## src/rtl/lnwq_pkg.sv

```systemverilog
// ----------------------------------------------------------------------------
// lnwq_pkg
// shared types and constants for the lcd nibble write queue
// ----------------------------------------------------------------------------
package lnwq_pkg;

    localparam int QUEUE_DEPTH_DEFAULT = 16;

    localparam int POPQ_DEPTH = 4;
    localparam int POPQ_PTR_W = $clog2(POPQ_DEPTH);
    localparam int POPQ_CNT_W = $clog2(POPQ_DEPTH + 1);

    localparam int CFG_IDX_W  = 2;
    localparam int CFG_DATA_W = 8;

    localparam logic [7:0] NIBBLE_MASK    = 8'hF0;
    localparam logic [5:0] PAUSE_MASK     = 6'h3F;
    localparam int         NIBBLE_SHIFT   = 4;
    localparam logic [6:0] TICK_SAT       = 7'd127;

    localparam logic [7:0] RS_MASK_RST    = 8'd1;
    localparam logic [7:0] EN_MASK_RST    = 8'd4;
    localparam logic [7:0] BL_MASK_RST    = 8'd8;
    localparam logic       BL_ON_RST      = 1'b1;

    localparam logic CMD_ENQ  = 1'b0;
    localparam logic CMD_TICK = 1'b1;

    typedef enum logic [CFG_IDX_W-1:0] {
        CFG_RS_MASK    = 2'd0,
        CFG_EN_MASK    = 2'd1,
        CFG_BL_MASK    = 2'd2,
        CFG_BL_ON      = 2'd3
    } cfg_idx_e;

    typedef struct packed {
        logic       cmd;
        logic [7:0] lcd_byte;
        logic       is_data;
        logic       half_only;
        logic [5:0] pause_ticks;
    } in_t;

    typedef struct packed {
        logic [7:0] expander_byte;
        logic       last;
    } out_t;

    typedef struct packed {
        logic [5:0] pause;
        logic       half_only;
        logic       is_data;
        logic [7:0] lcd_byte;
    } entry_t;

    typedef struct packed {
        logic       half_only;
        logic       is_data;
        logic [7:0] lcd_byte;
    } job_t;

    typedef struct packed {
        logic                  valid;
        logic [POPQ_CNT_W-1:0] count;
    } popq_status_t;

endpackage

```

## src/rtl/lcd_nibble_write_queue.sv

```systemverilog
// ----------------------------------------------------------------------------
// lcd_nibble_write_queue
// queues lcd writes and turns them into 4-bit expander byte streams
// ----------------------------------------------------------------------------
// in channel: one item per transfer, either an lcd byte to enqueue or a
// one millisecond tick. an item that pops no entry leaves in_ready high,
// so such items may follow back to back. an item that pops an entry holds
// in_ready low while the entry is read from the ring memory (one registered
// read port), so the next item waits until that read is through.
// out channel: one expander byte per transfer, last set on the final byte
// of an entry. an entry gives 4 bytes (2 for half-only) back to back unless
// the receiver stalls. a popped entry passes the ring address and data
// registers, then waits in a 4-entry queue ahead of the output. when the
// receiver stalls, the output byte holds; once the queue fills, in_ready
// drops until bytes drain. config writes take effect at once; the user must
// write them only while the block is idle; the block does not enforce it.
// reset: ring, pause timer, queue and output are empty, masks take their
// default values. the ring memory needs no clearing.
// ----------------------------------------------------------------------------
module lcd_nibble_write_queue #(
    parameter int QUEUE_DEPTH = lnwq_pkg::QUEUE_DEPTH_DEFAULT
) (
    input  logic                             clk,
    input  logic                             rst_n,
    input  logic                             in_valid,
    output logic                             in_ready,
    input  lnwq_pkg::in_t                    in_data,
    output logic                             out_valid,
    input  logic                             out_ready,
    output lnwq_pkg::out_t                   out_data,
    input  logic                             cfg_wr_en,
    input  logic [lnwq_pkg::CFG_IDX_W-1:0]   cfg_index,
    input  logic [lnwq_pkg::CFG_DATA_W-1:0]  cfg_wr_data
);
    import lnwq_pkg::*;

    popq_status_t q_status;
    job_t         push_data;
    job_t         q_head;
    logic         push;
    logic         q_pop;

    lnwq_front #(
        .QUEUE_DEPTH (QUEUE_DEPTH)
    ) u_front (
        .clk       (clk),
        .rst_n     (rst_n),
        .in_valid  (in_valid),
        .in_ready  (in_ready),
        .in_data   (in_data),
        .q_status  (q_status),
        .push      (push),
        .push_data (push_data)
    );

    lnwq_pop_queue u_pop_queue (
        .clk       (clk),
        .rst_n     (rst_n),
        .push      (push),
        .push_data (push_data),
        .pop       (q_pop),
        .status    (q_status),
        .head      (q_head)
    );

    lnwq_back u_back (
        .clk         (clk),
        .rst_n       (rst_n),
        .cfg_wr_en   (cfg_wr_en),
        .cfg_index   (cfg_index),
        .cfg_wr_data (cfg_wr_data),
        .q_status    (q_status),
        .q_head      (q_head),
        .q_pop       (q_pop),
        .out_valid   (out_valid),
        .out_ready   (out_ready),
        .out_data    (out_data)
    );

endmodule

```

## src/rtl/lnwq_front.sv

```systemverilog
// ----------------------------------------------------------------------------
// lnwq_front
// accepts enqueue and tick items, keeps the entry ring and the pause timer,
// decides pops and reads popped entries out of the ring
// ----------------------------------------------------------------------------
module lnwq_front #(
    parameter int QUEUE_DEPTH = lnwq_pkg::QUEUE_DEPTH_DEFAULT
) (
    input  logic                  clk,
    input  logic                  rst_n,
    input  logic                  in_valid,
    output logic                  in_ready,
    input  lnwq_pkg::in_t         in_data,
    input  lnwq_pkg::popq_status_t q_status,
    output logic                  push,
    output lnwq_pkg::job_t        push_data
);
    import lnwq_pkg::*;

    localparam int IDX_W = (QUEUE_DEPTH > 1) ? $clog2(QUEUE_DEPTH) : 1;
    localparam int CNT_W = $clog2(QUEUE_DEPTH + 1);

    entry_t mem [QUEUE_DEPTH];

    logic [IDX_W-1:0] head_reg, head_next;
    logic [IDX_W-1:0] tail_reg, tail_next;
    logic [CNT_W-1:0] count_reg, count_next;
    logic [5:0]       pause_reg, pause_next;
    logic [6:0]       elapsed_reg, elapsed_next;
    logic             rd_vld_reg, rd_vld_next;
    logic             data_vld_reg;
    logic [IDX_W-1:0] rd_addr_reg;
    entry_t           rd_data_reg;

    logic             accept;
    logic             enq;
    logic             pop;
    logic [6:0]       elapsed_after;
    logic [CNT_W-1:0] count_after;
    entry_t           wr_entry;

    function automatic logic [IDX_W-1:0] ring_next(input logic [IDX_W-1:0] idx);
        ring_next = (idx == IDX_W'(QUEUE_DEPTH - 1)) ? '0 : idx + 1'b1;
    endfunction

    assign in_ready = !rd_vld_reg && !data_vld_reg
                   && (q_status.count < POPQ_CNT_W'(POPQ_DEPTH));
    assign accept   = in_valid && in_ready;

    assign wr_entry.pause     = in_data.pause_ticks & PAUSE_MASK;
    assign wr_entry.half_only = in_data.half_only;
    assign wr_entry.is_data   = in_data.is_data;
    assign wr_entry.lcd_byte  = in_data.lcd_byte;

    always_comb
    begin
        enq = (in_data.cmd == CMD_ENQ) && (count_reg < CNT_W'(QUEUE_DEPTH));
        if ((in_data.cmd == CMD_TICK) && (elapsed_reg != TICK_SAT))
        begin
            elapsed_after = elapsed_reg + 7'd1;
        end
        else
        begin
            elapsed_after = elapsed_reg;
        end
        count_after = count_reg + CNT_W'(enq);
        pop = (count_after != '0)
           && !((pause_reg != '0) && (elapsed_after <= {1'b0, pause_reg}));

        head_next    = head_reg;
        tail_next    = tail_reg;
        count_next   = count_reg;
        elapsed_next = elapsed_reg;
        pause_next   = pause_reg;
        rd_vld_next  = 1'b0;
        if (accept)
        begin
            if (enq)
            begin
                tail_next = ring_next(tail_reg);
            end
            count_next   = count_after;
            elapsed_next = elapsed_after;
            if (pop)
            begin
                head_next    = ring_next(head_reg);
                count_next   = count_after - 1'b1;
                elapsed_next = '0;
                rd_vld_next  = 1'b1;
            end
        end
        if (data_vld_reg)
        begin
            pause_next = rd_data_reg.pause;
        end
    end

    always_ff @(posedge clk or negedge rst_n)
    begin
        if (!rst_n)
        begin
            head_reg     <= '0;
            tail_reg     <= '0;
            count_reg    <= '0;
            pause_reg    <= '0;
            elapsed_reg  <= '0;
            rd_vld_reg   <= 1'b0;
            data_vld_reg <= 1'b0;
        end
        else
        begin
            head_reg     <= head_next;
            tail_reg     <= tail_next;
            count_reg    <= count_next;
            pause_reg    <= pause_next;
            elapsed_reg  <= elapsed_next;
            rd_vld_reg   <= rd_vld_next;
            data_vld_reg <= rd_vld_reg;
        end
    end

    always_ff @(posedge clk)
    begin
        if (accept && enq)
        begin
            mem[tail_reg] <= wr_entry;
        end
        if (rd_vld_next)
        begin
            rd_addr_reg <= head_reg;
        end
        if (rd_vld_reg)
        begin
            rd_data_reg <= mem[rd_addr_reg];
        end
    end

    assign push                = data_vld_reg;
    assign push_data.half_only = rd_data_reg.half_only;
    assign push_data.is_data   = rd_data_reg.is_data;
    assign push_data.lcd_byte  = rd_data_reg.lcd_byte;

endmodule

```

## src/rtl/lnwq_pop_queue.sv

```systemverilog
// ----------------------------------------------------------------------------
// lnwq_pop_queue
// short queue of popped entries between front and back
// ----------------------------------------------------------------------------
module lnwq_pop_queue (
    input  logic                   clk,
    input  logic                   rst_n,
    input  logic                   push,
    input  lnwq_pkg::job_t         push_data,
    input  logic                   pop,
    output lnwq_pkg::popq_status_t status,
    output lnwq_pkg::job_t         head
);
    import lnwq_pkg::*;

    job_t q_mem [POPQ_DEPTH];

    logic [POPQ_PTR_W-1:0] wr_ptr_reg;
    logic [POPQ_PTR_W-1:0] rd_ptr_reg;
    logic [POPQ_CNT_W-1:0] count_reg, count_next;
    logic                  do_pop;

    assign do_pop = pop && (count_reg != '0);

    always_comb
    begin
        count_next = count_reg;
        if (push && !do_pop)
        begin
            count_next = count_reg + 1'b1;
        end
        else if (!push && do_pop)
        begin
            count_next = count_reg - 1'b1;
        end
    end

    always_ff @(posedge clk or negedge rst_n)
    begin
        if (!rst_n)
        begin
            wr_ptr_reg <= '0;
            rd_ptr_reg <= '0;
            count_reg  <= '0;
        end
        else
        begin
            if (push)
            begin
                wr_ptr_reg <= wr_ptr_reg + 1'b1;
            end
            if (do_pop)
            begin
                rd_ptr_reg <= rd_ptr_reg + 1'b1;
            end
            count_reg <= count_next;
        end
    end

    always_ff @(posedge clk)
    begin
        if (push)
        begin
            q_mem[wr_ptr_reg] <= push_data;
        end
    end

    assign status.valid = (count_reg != '0);
    assign status.count = count_reg;
    assign head         = q_mem[rd_ptr_reg];

endmodule

```

## src/rtl/lnwq_back.sv

```systemverilog
// ----------------------------------------------------------------------------
// lnwq_back
// holds the mask registers and expands each popped entry into expander bytes
// ----------------------------------------------------------------------------
module lnwq_back (
    input  logic                             clk,
    input  logic                             rst_n,
    input  logic                             cfg_wr_en,
    input  logic [lnwq_pkg::CFG_IDX_W-1:0]   cfg_index,
    input  logic [lnwq_pkg::CFG_DATA_W-1:0]  cfg_wr_data,
    input  lnwq_pkg::popq_status_t           q_status,
    input  lnwq_pkg::job_t                   q_head,
    output logic                             q_pop,
    output logic                             out_valid,
    input  logic                             out_ready,
    output lnwq_pkg::out_t                   out_data
);
    import lnwq_pkg::*;

    logic [7:0] rs_mask_reg;
    logic [7:0] en_mask_reg;
    logic [7:0] bl_mask_reg;
    logic       bl_on_reg;

    logic [1:0] idx_reg, idx_next;
    logic       out_valid_reg, out_valid_next;
    out_t       out_data_reg;

    logic       load;
    logic       is_last;
    logic [7:0] byte_val;

    always_ff @(posedge clk or negedge rst_n)
    begin
        if (!rst_n)
        begin
            rs_mask_reg <= RS_MASK_RST;
            en_mask_reg <= EN_MASK_RST;
            bl_mask_reg <= BL_MASK_RST;
            bl_on_reg   <= BL_ON_RST;
        end
        else if (cfg_wr_en)
        begin
            unique case (cfg_idx_e'(cfg_index))
                CFG_RS_MASK: rs_mask_reg <= cfg_wr_data;
                CFG_EN_MASK: en_mask_reg <= cfg_wr_data;
                CFG_BL_MASK: bl_mask_reg <= cfg_wr_data;
                CFG_BL_ON:   bl_on_reg   <= cfg_wr_data[0];
            endcase
        end
    end

    always_comb
    begin
        load    = q_status.valid && (!out_valid_reg || out_ready);
        is_last = (q_head.half_only && (idx_reg == 2'd1)) || (idx_reg == 2'd3);

        if (idx_reg[1] == 1'b0)
        begin
            byte_val = q_head.lcd_byte & NIBBLE_MASK;
        end
        else
        begin
            byte_val = (q_head.lcd_byte << NIBBLE_SHIFT) & NIBBLE_MASK;
        end
        if (q_head.is_data)
        begin
            byte_val = byte_val | rs_mask_reg;
        end
        if (idx_reg[0] == 1'b0)
        begin
            byte_val = byte_val | en_mask_reg;
        end
        if (bl_on_reg)
        begin
            byte_val = byte_val | bl_mask_reg;
        end

        idx_next       = idx_reg;
        out_valid_next = out_valid_reg && !out_ready;
        if (load)
        begin
            out_valid_next = 1'b1;
            idx_next       = is_last ? 2'd0 : idx_reg + 2'd1;
        end
    end

    always_ff @(posedge clk or negedge rst_n)
    begin
        if (!rst_n)
        begin
            idx_reg       <= '0;
            out_valid_reg <= 1'b0;
        end
        else
        begin
            idx_reg       <= idx_next;
            out_valid_reg <= out_valid_next;
        end
    end

    always_ff @(posedge clk)
    begin
        if (load)
        begin
            out_data_reg.expander_byte <= byte_val;
            out_data_reg.last          <= is_last;
        end
    end

    assign q_pop     = load && is_last;
    assign out_valid = out_valid_reg;
    assign out_data  = out_data_reg;

endmodule

```

## config.mk

```make
export PLATFORM = sky130hd
export DESIGN_NAME = lcd_nibble_write_queue
export DESIGN_NICKNAME = d
export VERILOG_FILES = /design/src/rtl/lnwq_pkg.sv /design/src/rtl/lcd_nibble_write_queue.sv /design/src/rtl/lnwq_front.sv /design/src/rtl/lnwq_pop_queue.sv /design/src/rtl/lnwq_back.sv
export SDC_FILE = /design/constraint.sdc
export NUM_CORES = 1
export LEC_CHECK = 0
export ABC_AREA = 1
export BUFFER_PORTS_ARGS = -buffer_cell sky130_fd_sc_hd__buf_4
export CAP_MARGIN = 20
export CELL_PAD_IN_SITES_DETAIL_PLACEMENT = 0
export CELL_PAD_IN_SITES_GLOBAL_PLACEMENT = 1
export CORE_ASPECT_RATIO = 1.5
export CORE_UTILIZATION = 52
export DETAILED_ROUTE_END_ITERATION = 8
export HOLD_SLACK_MARGIN = 0.05
export PLACE_DENSITY_LB_ADDON = 0.1
export SLEW_MARGIN = 20
export SYNTH_ARGS = -nofsm -noshare
export SYNTH_HDL_FRONTEND = slang
export SYNTH_SLANG_ARGS = --single-unit
```

## constraint.sdc

```tcl
create_clock -name clk -period 3.2 [get_ports clk]
set_input_delay 0.32 -clock clk [delete_from_list [all_inputs] [get_ports clk]]
set_output_delay 0.32 -clock clk [all_outputs]
set_load 0.1 [all_outputs]
```

==> impl_metrics.csv, run 1 <==
group,metric,value,unit
run_status,status,"complete, no violations",
clock_network,cts_inserted_buffers,37,
synth,synth-seq-cells,388,
synth,synth_flop_cell,"edfxtp_1",
timing,timing.hold.ws,0.0773,ns
placement,place_ws,0.224,ns
finish,final_common_cell,"edfxtp_1",
clock_network,cts_setup_buffers,0,
finish,layout_common_cells,"edfxtp_1 (325), nand2_1 (151), inv_1 (130), o21ai_0 (130), buf_4 (85)",
global_route,grt_pass1_wl,53000,um
finish,largest_reg_flops,256,
detailed_routing,ant_nets,0,
timing,post-route-min-period,2.93,ns
worst_setup_path,cp.required,3.43,ns
floorplanning,die_w,145,um
synth,synthDistinctLibCells,40,
detailed_routing,drc,0,
worst_setup_path,start_kind,"register",
synth,synth-edff-count,325,
worst_setup_path,critPathTopFamily,"simple AND/OR/NAND/NOR gates",
worst_setup_path,slowest_delay,0.41,ns
clock_network,clkTransAtPathRegs,0.06,ns
worst_setup_path,crit_fanout,9,
synth,yosysSeqAreaShare,70.8,%
clock_network,clk_latency,0.53,ns
placement,port_buffers,42,
floorplanning,coreArea,30300,sq um
placement,place.gp.congestion,0.758,
global_route,overflow,0,
floorplanning,fp.dieH,217,um
detailed_routing,num_vias,9360,
worst_setup_path,critPathKind,"register to register",
synth,async_reset_ff_share,16.2,%
floorplanning,io_pins,43,
global_route,grt_pass1_vias,9457,
detailed_routing,drt-initial-drc-count,498,
global_route,grt_max_degree,64,
clock_network,cts_tree,"built",
synth,syn-cell-area,16000,sq um
timing,post-route-worst-setup-slack,0.273,ns
worst_setup_path,cpMaxStageDelayCell,"dfrtp_1",
synth,syn_area_per_cell,13.0,sq um
timing,max_slew.worst_pin.slew,0.848,ns
timing,clock_skew,0.00738,ns
clock_network,cts-root-buf,"clkbuf_16",
finish,fin_cells,1740,
timing,rsz0062_at_grt,"no",
timing,period_share,91.5,%
worst_hold_path,hold_path_class,"primary input to register",
worst_setup_path,cp-end-kind,"register",
timing,hold_viol,0,
finish,layout.nets,1367,
detailed_routing,first_pass_iters,5,
global_route,antenna_found_initial,1,
synth,syn_nets,1289,
worst_setup_path,crit_arrival,3.16,ns
worst_setup_path,crit_path_cell_trace,"ha_1 > inv_1 > nor2_2 > nand3_1 > nand2_1 > inv_1 > o21ai_0 > inv_1 > ha_1 > inv_1 > nor2_1 > nand2_1 > nand2_1 > nand2_1 > nand2_2 > nand3_4 > inv_2",
timing,finalSetupViolCount,0,
clock_network,clock-sinks,388,
detailed_routing,postRouteWirelength,33600,um
synth,synth_cells,1234,
finish,top_register,"u_front.mem",
run,max-cap-violations,0,
placement,dp_cells,1669,
clock_network,clock_path_buffers,3,
floorplanning,rows,78,
floorplanning,dieArea,31500,sq um
timing,maxClockFrequency,342,MHz
detailed_routing,wl_per_cell,19.3,um
worst_setup_path,path_buf_inv,5,
clock_network,htreeDepth,2,
finish,utilization,60.5,%
pwr,ir_drop,438,uV
timing,maxSlewHeadroom,43.5,%
synth,ys_warn_count,0,
pwr,finalPower,15100,uW
finish,syn_to_final_growth,14.4,%
pwr,powerDensity,826,nW/um^2
pwr,power_leakage,0.00705,uW
finish,drive_gt1_share,13.8,%
detailed_routing,vias_per_cell,5.38,
timing,slew_viol_final,0,
placement,hpwl,21500,um
global_route,globalRouteTotalUtil,22.2,%
floorplanning,floorplan.initialDensity,52.9,%
## layout make-up
| cell class | instances | area, sq um |
|---|---|---|
| clock buffers | 43 | 958 |
| diodes | 1 | 2.50 |
| clock inverters | 23 | 254 |
| inverters | 134 | 503 |
| well taps | 400 | 500 |
| flip-flops and latches | 388 | 11300 |
| repair buffers | 95 | 798 |
| fillers | 2398 | 11900 |
| multi-input cells | 656 | 3950 |
## Yosys cell counts (3+ instances only)
library cell / count / area, sq um
o21ai_0: 131 / 656
dfrtp_1: 59 / 1480
inv_2: 3 / 11.3
buf_1: 7 / 26.3
nand4_1: 7 / 43.8
a22oi_1: 7 / 52.6
nand3_1: 53 / 265
ha_1: 22 / 275
dfstp_2: 4 / 105
nor2_1: 32 / 120
nand2_2: 5 / 31.3
buf_4: 4 / 30.0
clkbuf_1: 30 / 113
buf_2: 14 / 70.1
xor2_1: 11 / 96.3
xnor2_1: 6 / 52.6
nand2_1: 151 / 567
inv_1: 130 / 488
edfxtp_1: 325 / 9760
o211ai_1: 64 / 480
o21ai_1: 3 / 15.0
o22ai_1: 5 / 31.3
a21oi_1: 76 / 380
mux2i_1: 64 / 641
## metrics by stage
| step | setup TNS [ns] | instance area (sq um) |
|---|---|---|
| after global placement | 0 | 17100 |
| after detailed placement | 0 | 17100 |
| after floorplan | -14.57 | 16000 |
| after CTS | 0 | 18300 |
| after global routing | 0 | 18300 |
| final | 0 | 18300 |
## worst min-delay path, cell delays in order
cell and delay (ns):
buf_4 0.11, inv_1 0.07, o21ai_0 0.09
## timing repair
item | 4_1_cts | 5_1_grt
resized for setup | 0 | 1
setup endpoints to repair | 0 | 5
hold buffers | 4 | 0
endpoints found under the hold margin | 62 | 0
## logic make-up after synthesis
group	synth area share, %
buffers and inverters	4.71
AO/OA/AOI/OAI	10.3
AND/OR/NAND/NOR	7.13
flip-flops	70.8
multiplexers	4.14
adder cells (fa/ha/maj)	1.84
XOR/XNOR	1.03
## power breakdown
group / total (uW) / leakage (uW) / switching (uW) / internal, uW
Clock: 4380 / 0.000595 / 1820 / 2560
Combinational: 4190 / 0.00275 / 2830 / 1360
Sequential: 6560 / 0.00371 / 392 / 6170
Total: 15100 / 0.00705 / 5040 / 10100
## final timing paths
| check | startpoint | to | slack (ns) | cells past startpoint |
|---|---|---|---|---|
| max in group asynchronous | rst_n | u_front.head_reg[0] | 2.20 | 2 |
| worst min-delay path | cfg_wr_data[2] | u_back.en_mask_reg[2] | 0.08 | 3 |
| worst min register to register | u_front.rd_data_reg[13] | u_front.pause_reg[3] | 0.45 | 2 |
| min in group asynchronous | rst_n | u_back.en_mask_reg[1] | 0.42 | 2 |
| worst max-delay path | u_front.elapsed_reg[0] | u_front.rd_addr_reg[1] | 0.27 | 17 |
| worst max register to register | u_front.elapsed_reg[0] | u_front.rd_addr_reg[1] | 0.27 | 17 |
## metal layers
layer	wire length (um)	track usage (%)
met1	13400	26.4
met2	17900	40.9
met4	1090	8.39
met3	1260	2.87
met5	0	0
No activity file was read; power rests on OpenSTA's default activity.
==> run 2: changes to the inputs <==
CORE_UTILIZATION = 30   (was 52)
==> run 2 against run 1 <==
  * Global-route usage fell by 6.9 points
  * Largest power group unchanged
  * Final cell count rose by 17%
  * Non-clock buffer count fell by 1
  * Clock power rose by 8.4%
  * First-iteration DRC count fell by 14%
==> impl_metrics.csv, run 2 (synthesized netlist as in run 1, its figures left out) <==
group,metric,value,unit
clock_network,cts-root-buf,"clkbuf_16",
placement,port_buffers,42,
worst_setup_path,crit_arrival,3.15,ns
worst_setup_path,r2r-start,"u_front.elapsed_reg[0]",
finish,seq_area,11300,sq um
worst_setup_path,critPathKind,"register to register",
detailed_routing,drc,0,
timing,slew_viol_final,0,
finish,layout_common_cells,"edfxtp_1 (325), nand2_1 (151), inv_1 (130), o21ai_0 (128), buf_4 (86)",
worst_hold_path,hold_end,"u_back.bl_mask_reg[7]",
timing,max_slew.worst_pin.slew,0.907,ns
run,max-cap-violations,0,
floorplanning,floorplan.initialDensity,30.4,%
finish,top_register,"u_front.mem",
global_route,antenna_found_initial,1,
finish,syn_to_final_growth,17.1,%
finish,layout.nets,1371,
global_route,grt_pass1_wl,61500,um
detailed_routing,num_vias,9421,
worst_setup_path,start_kind,"register",
placement,place.gp.congestion,0.755,
pwr,finalPower,15600,uW
floorplanning,coreArea,52700,sq um
finish,fill_cells,5121,
timing,rsz0062_at_grt,"no",
worst_setup_path,cpMaxStageDelayCell,"dfrtp_1",
worst_hold_path,min_from,"cfg_wr_data[7]",
clock_network,cts_setup_buffers,0,
worst_setup_path,crit_fanout,9,
clock_network,clk_latency,0.56,ns
floorplanning,io_pins,43,
pwr,p_switching,5340,uW
detailed_routing,wl_per_cell,20.0,um
worst_setup_path,cp.required,3.45,ns
worst_setup_path,worstReg2RegEnd,"u_front.rd_addr_reg[3]",
clock_network,cts_tree,"built",
timing,period_share,90.5,%
floorplanning,die_w,191,um
finish,largest_reg_flops,256,
run_status,status,"complete, no violations",
worst_setup_path,crit_path_cell_trace,"ha_1 > inv_1 > nor2_2 > nand3_1 > nand2_1 > inv_1 > o21ai_1 > inv_1 > ha_1 > nand3b_1 > nand2_1 > nand2_1 > nand2_1 > nand2_1 > nand2_4 > nand3_4 > inv_2",
detailed_routing,drt-initial-drc-count,427,
floorplanning,rows,103,
detailed_routing,first_pass_iters,4,
floorplanning,dieArea,54300,sq um
placement,place_ws,0.210,ns
placement,hpwl,25000,um
global_route,grt_pass1_vias,9682,
pwr,powerDensity,834,nW/um^2
pwr,swShare,34.1,%
finish,final_common_cell,"edfxtp_1",
worst_setup_path,cp-end-kind,"register",
finish,multi_input_area,3960,sq um
worst_setup_path,timing.reg2reg.setup_slack,0.30,ns
pwr,power_leakage,0.00709,uW
pwr,ir_drop,585,uV
floorplanning,fp.dieH,285,um
global_route,grt_max_degree,64,
timing,maxClockFrequency,345,MHz
timing,finalSetupViolCount,0,
timing,post-route-worst-setup-slack,0.303,ns
worst_hold_path,hold_path_class,"primary input to register",
global_route,overflow,0,
timing,post-route-min-period,2.90,ns
timing,hold_viol,0,
clock_network,cts_inserted_buffers,42,
timing,clock_skew,0.0227,ns
finish,drive_gt1_share,13.7,%
pwr,intPower,10300,uW
clock_network,clock_path_buffers,3,
clock_network,htreeDepth,2,
pwr,comb_power_share,27.5,%
detailed_routing,postRouteWirelength,40500,um
timing,maxSlewHeadroom,39.6,%
detailed_routing,vias_per_cell,4.64,
worst_setup_path,cpMostUsedCell,"nand2_1",
clock_network,clock-sinks,388,
worst_setup_path,r2r_cells,17,
pwr,p_clk_share,30.4,%
worst_setup_path,slowest_delay,0.42,ns
clock_network,clkTransAtPathRegs,0.06,ns
detailed_routing,ant_nets,0,
worst_hold_path,min_delay_path_depth,3,
pwr,power.share.sequential,42.1,%
global_route,globalRouteTotalUtil,15.3,%
## run 2: cell count changes in the layout (fill, tap and decap cells not counted), sizes merged
| cell | before | now |
|---|---|---|
| buf | 91 | 90 |
| bufinv | 5 | 4 |
| clkbuf | 43 | 56 |
| clkinv | 15 | 14 |
| inv | 136 | 135 |
## run 2: repair_timing
item | 4_1_cts | 5_1_grt
resized for setup | 0 | 4
hold buffers | 4 | 0
endpoints found under the setup margin | 0 | 14
endpoints found under the hold margin | 62 | 0
## run 2: final cells by class
cell class	count	share of cell area [%]
flip-flops and latches	388	60.5
inverters	134	2.68
well taps	682	4.55
clock buffers	56	5.94
clock inverters	20	1.13
diodes	1	0.0133
repair buffers	94	4.08
multi-input cells	656	21.1
## run 2: power by group through the flow
stage          clock [uW]  combinational, uW  sequential (uW)
2_1_floorplan           0               2650             6970
3_5_place_dp            0               4390             6700
5_1_grt              5080               4850             6660
6_report             4750               4300             6580
4_1_cts              4920               4410             6600
3_3_place_gp            0               4400             6700
## run 2: through the flow
stage / utilization [%] / setup TNS [ns] / hold slack [ns] / area (sq um) / instances
after floorplan: - / -14.57 / 0.0244 / 16000 / 1234
after global placement: 33.0 / 0 / 0.448 / 17400 / 1950
after detailed placement: 33.0 / 0 / 0.451 / 17400 / 1950
after CTS: 35.6 / 0 / 0.0533 / 18700 / 2030
after global routing: 35.6 / 0 / 0.0671 / 18700 / 2031
final: 35.6 / 0 / 0.0710 / 18700 / 2031
## run 2: worst max-delay path by stage
stage / startpoint / to / slack [ns]
2_1_floorplan: u_front.rd_vld_reg / u_front.mem[0][0] / -0.08
3_3_place_gp: u_front.elapsed_reg[0] / u_front.rd_addr_reg[1] / 0.28
3_5_place_dp: u_front.elapsed_reg[0] / u_front.rd_addr_reg[1] / 0.21
4_1_cts: u_front.elapsed_reg[0] / u_front.rd_addr_reg[1] / 0.16
5_1_grt: u_front.elapsed_reg[0] / u_front.elapsed_reg[2] / 0.003
6_report: u_front.elapsed_reg[0] / u_front.rd_addr_reg[3] / 0.30
## run 2: critical path: cells and delay by family, from the launching register on
family,cells,cell delay (ns)
compound gates,1,0.20
buf+inv,4,0.42
flops,1,0.42
fa+ha+maj,2,0.54
simple gates,10,1.03
## run 2: routing by layer
layer  vias up  part of all wire (%)  track usage, %
met5         -                     0               0
met4         0                   2.5            4.60
met3        58                   2.8            2.18
met2       134                    54            28.2
met1      4643                    41            18.1
li1       4586                     -               -
==> run 3: changes to the inputs <==
BUFFER_PORTS_ARGS = not set   (was -buffer_cell sky130_fd_sc_hd__buf_4)
DONT_BUFFER_PORTS = 1   (was not set)
==> run 3 against run 2 <==
  * Wire length down 2.4%
  * Setup slack better by 0.048 ns
  * Highest routed layer unchanged
  * Total power up 0.41%
  * Critical path type unchanged
  * Global-route usage down 0.36 points
  * Final cell count down 0.69%
==> impl_metrics.csv, run 3 (synthesized netlist as in run 1, its figures left out) <==
group,metric,value,unit
timing,maxClockFrequency,351,MHz
pwr,power_leakage,0.00706,uW
finish,drive_gt1_share,11.2,%
detailed_routing,wl_per_cell,19.6,um
worst_setup_path,critPathTopFamily,"simple AND/OR/NAND/NOR gates",
worst_hold_path,hold_path_class,"primary input to register",
placement,place_area,17100,sq um
timing,maxSlewHeadroom,38.3,%
run_status,status,"complete, no violations",
finish,top_register,"u_front.mem",
pwr,comb_power_share,24.2,%
floorplanning,coreArea,52700,sq um
pwr,powerDensity,835,nW/um^2
detailed_routing,first_pass_iters,5,
finish,largest_reg_flops,256,
pwr,p_switching,5300,uW
timing,finalSetupViolCount,0,
timing,post-route-min-period,2.85,ns
detailed_routing,postRouteWirelength,39600,um
finish,layout.nets,1359,
finish,fill_cells,5129,
clock_network,clock_path_buffers,3,
worst_setup_path,cpMaxStageDelayCell,"dfrtp_1",
worst_setup_path,path_buf_inv,3,
floorplanning,io_pins,43,
worst_setup_path,cpMostUsedCell,"nand2_1",
clock_network,htreeDepth,2,
worst_setup_path,cp.required,3.65,ns
run,max-cap-violations,0,
placement,port_buffers,0,
global_route,globalRouteTotalUtil,14.9,%
pwr,p_clk_share,31.3,%
placement,hpwl,24500,um
timing,slew_viol_final,0,
global_route,grt_pass1_wl,59900,um
clock_network,cts_setup_buffers,0,
placement,place.gp.congestion,0.746,
floorplanning,dieArea,54300,sq um
timing,max_slew.worst_pin.slew,0.927,ns
worst_setup_path,timing.reg2reg.setup_slack,0.35,ns
clock_network,cts-root-buf,"clkbuf_16",
worst_setup_path,crit_path_cell_trace,"ha_1 > inv_1 > nor2_2 > nand3_1 > nand2_1 > inv_1 > o21ai_1 > inv_1 > ha_1 > a21oi_1 > nand2_1 > nand2_1 > nand2_1 > nand2_1 > nand2_4 > nand2_2 > nand2_2 > o21ai_0",
worst_setup_path,start_kind,"register",
detailed_routing,ant_nets,0,
worst_setup_path,r2r-start,"u_front.elapsed_reg[0]",
worst_setup_path,crit_arrival,3.30,ns
finish,n_antenna_cell,0,
floorplanning,fp.dieH,285,um
global_route,overflow,0,
global_route,grt_max_degree,68,
global_route,antenna_found_initial,0,
floorplanning,rows,103,
timing,hold_viol,0,
worst_setup_path,slowest_delay,0.40,ns
worst_setup_path,crit_start,"u_front.elapsed_reg[0]",
worst_setup_path,critPathKind,"register to register",
pwr,finalPower,15700,uW
clock_network,cts_tree,"built",
pwr,power.share.sequential,44.5,%
finish,final_common_cell,"edfxtp_1",
finish,syn_to_final_growth,17.4,%
timing,timing.hold.ws,0.131,ns
finish,layout_common_cells,"edfxtp_1 (325), nand2_1 (151), inv_1 (130), o21ai_0 (128), a21oi_1 (76)",
worst_setup_path,cp-endpoint,"u_front.elapsed_reg[1]",
floorplanning,die_w,191,um
pwr,ir_drop,624,uV
clock_network,clock-sinks,388,
detailed_routing,vias_per_cell,4.61,
worst_setup_path,path_depth,18,
worst_setup_path,crit_fanout,7,
timing,clock_skew,0.0381,ns
worst_setup_path,cp-end-kind,"register",
finish,final_area,18800,sq um
worst_setup_path,r2r_cells,18,
detailed_routing,num_vias,9296,
worst_setup_path,worstReg2RegEnd,"u_front.elapsed_reg[1]",
timing,rsz0062_at_grt,"no",
detailed_routing,drt-initial-drc-count,462,
floorplanning,floorplan.initialDensity,30.4,%
global_route,grt_pass1_vias,9515,
clock_network,cts_inserted_buffers,43,
clock_network,clk_latency,0.57,ns
timing,period_share,89.0,%
pwr,intPower,10400,uW
detailed_routing,drc,0,
clock_network,clkTransAtPathRegs,0.06,ns
pwr,swShare,33.8,%
## run 3: per-layer routing
metal  routed length, um  global-route usage [%]  vias up
li1                    -                       -     4567
met1               16300                    17.6     4537
met2               21200                    27.7      141
met3                1390                    2.34       51
met4                 722                    4.08        0
met5                   0                       0        -
## run 3: power groups by stage
stage	combinational, uW	clock (uW)	sequential, uW
5_1_grt	4310	5270	7060
2_1_floorplan	2650	0	6970
3_3_place_gp	3790	0	7090
3_5_place_dp	3790	0	7090
6_report	3800	4920	6980
4_1_cts	3910	5090	6990
## run 3: worst register-to-register path, cell delays in order (launching register included)
cell and delay (ns):
dfrtp_1 0.40, ha_1 0.21, inv_1 0.06, nor2_2 0.15, nand3_1 0.09, nand2_1 0.17, inv_1 0.15, o21ai_1 0.19
inv_1 0.06, ha_1 0.30, a21oi_1 0.14, nand2_1 0.06, nand2_1 0.05, nand2_1 0.04, nand2_1 0.10, nand2_4 0.10
nand2_2 0.13, nand2_2 0.13, o21ai_0 0.23
## run 3: worst min path at each step
stage	start	to	slack (ns)	depth (start not counted)
floorplan	rst_n	u_back.bl_mask_reg[0]	0.02	0
finish	in_data[16]	u_front.elapsed_reg[6]	0.13	4
detailed placement	rst_n	u_back.bl_mask_reg[1]	0.03	0
global route	in_data[16]	u_front.elapsed_reg[6]	0.16	4
global placement	rst_n	u_back.rs_mask_reg[1]	0.03	0
CTS	in_data[16]	u_front.elapsed_reg[6]	0.11	4
## run 3: final cells by class
type / count / area (sq um) / share of cell area [%]
flip-flops and latches: 388 / 11300 / 60.3
multi-input cells: 656 / 3960 / 21.1
clock buffers: 54 / 1160 / 6.16
well taps: 682 / 853 / 4.54
repair buffers: 81 / 743 / 3.95
inverters: 134 / 505 / 2.69
clock inverters: 22 / 240 / 1.28
## run 3: timing repair
| action | 4_1_cts | 5_1_grt |
|---|---|---|
| endpoints found under the setup margin | 0 | 11 |
| hold buffers | 32 | 0 |
| resized for setup | 0 | 5 |
| endpoints found under the hold margin | 351 | 0 |
## run 3: stage by stage
stage / setup TNS [ns] / instances / setup slack, ns / util [%]
after global routing: 0 / 2017 / 0.0168 / 35.7
after floorplan: -14.57 / 1234 / -0.0759 / -
final: 0 / 2017 / 0.351 / 35.7
after global placement: 0 / 1909 / 0.244 / 32.4
after detailed placement: 0 / 1909 / 0.206 / 32.4
after CTS: 0 / 2017 / 0.206 / 35.7
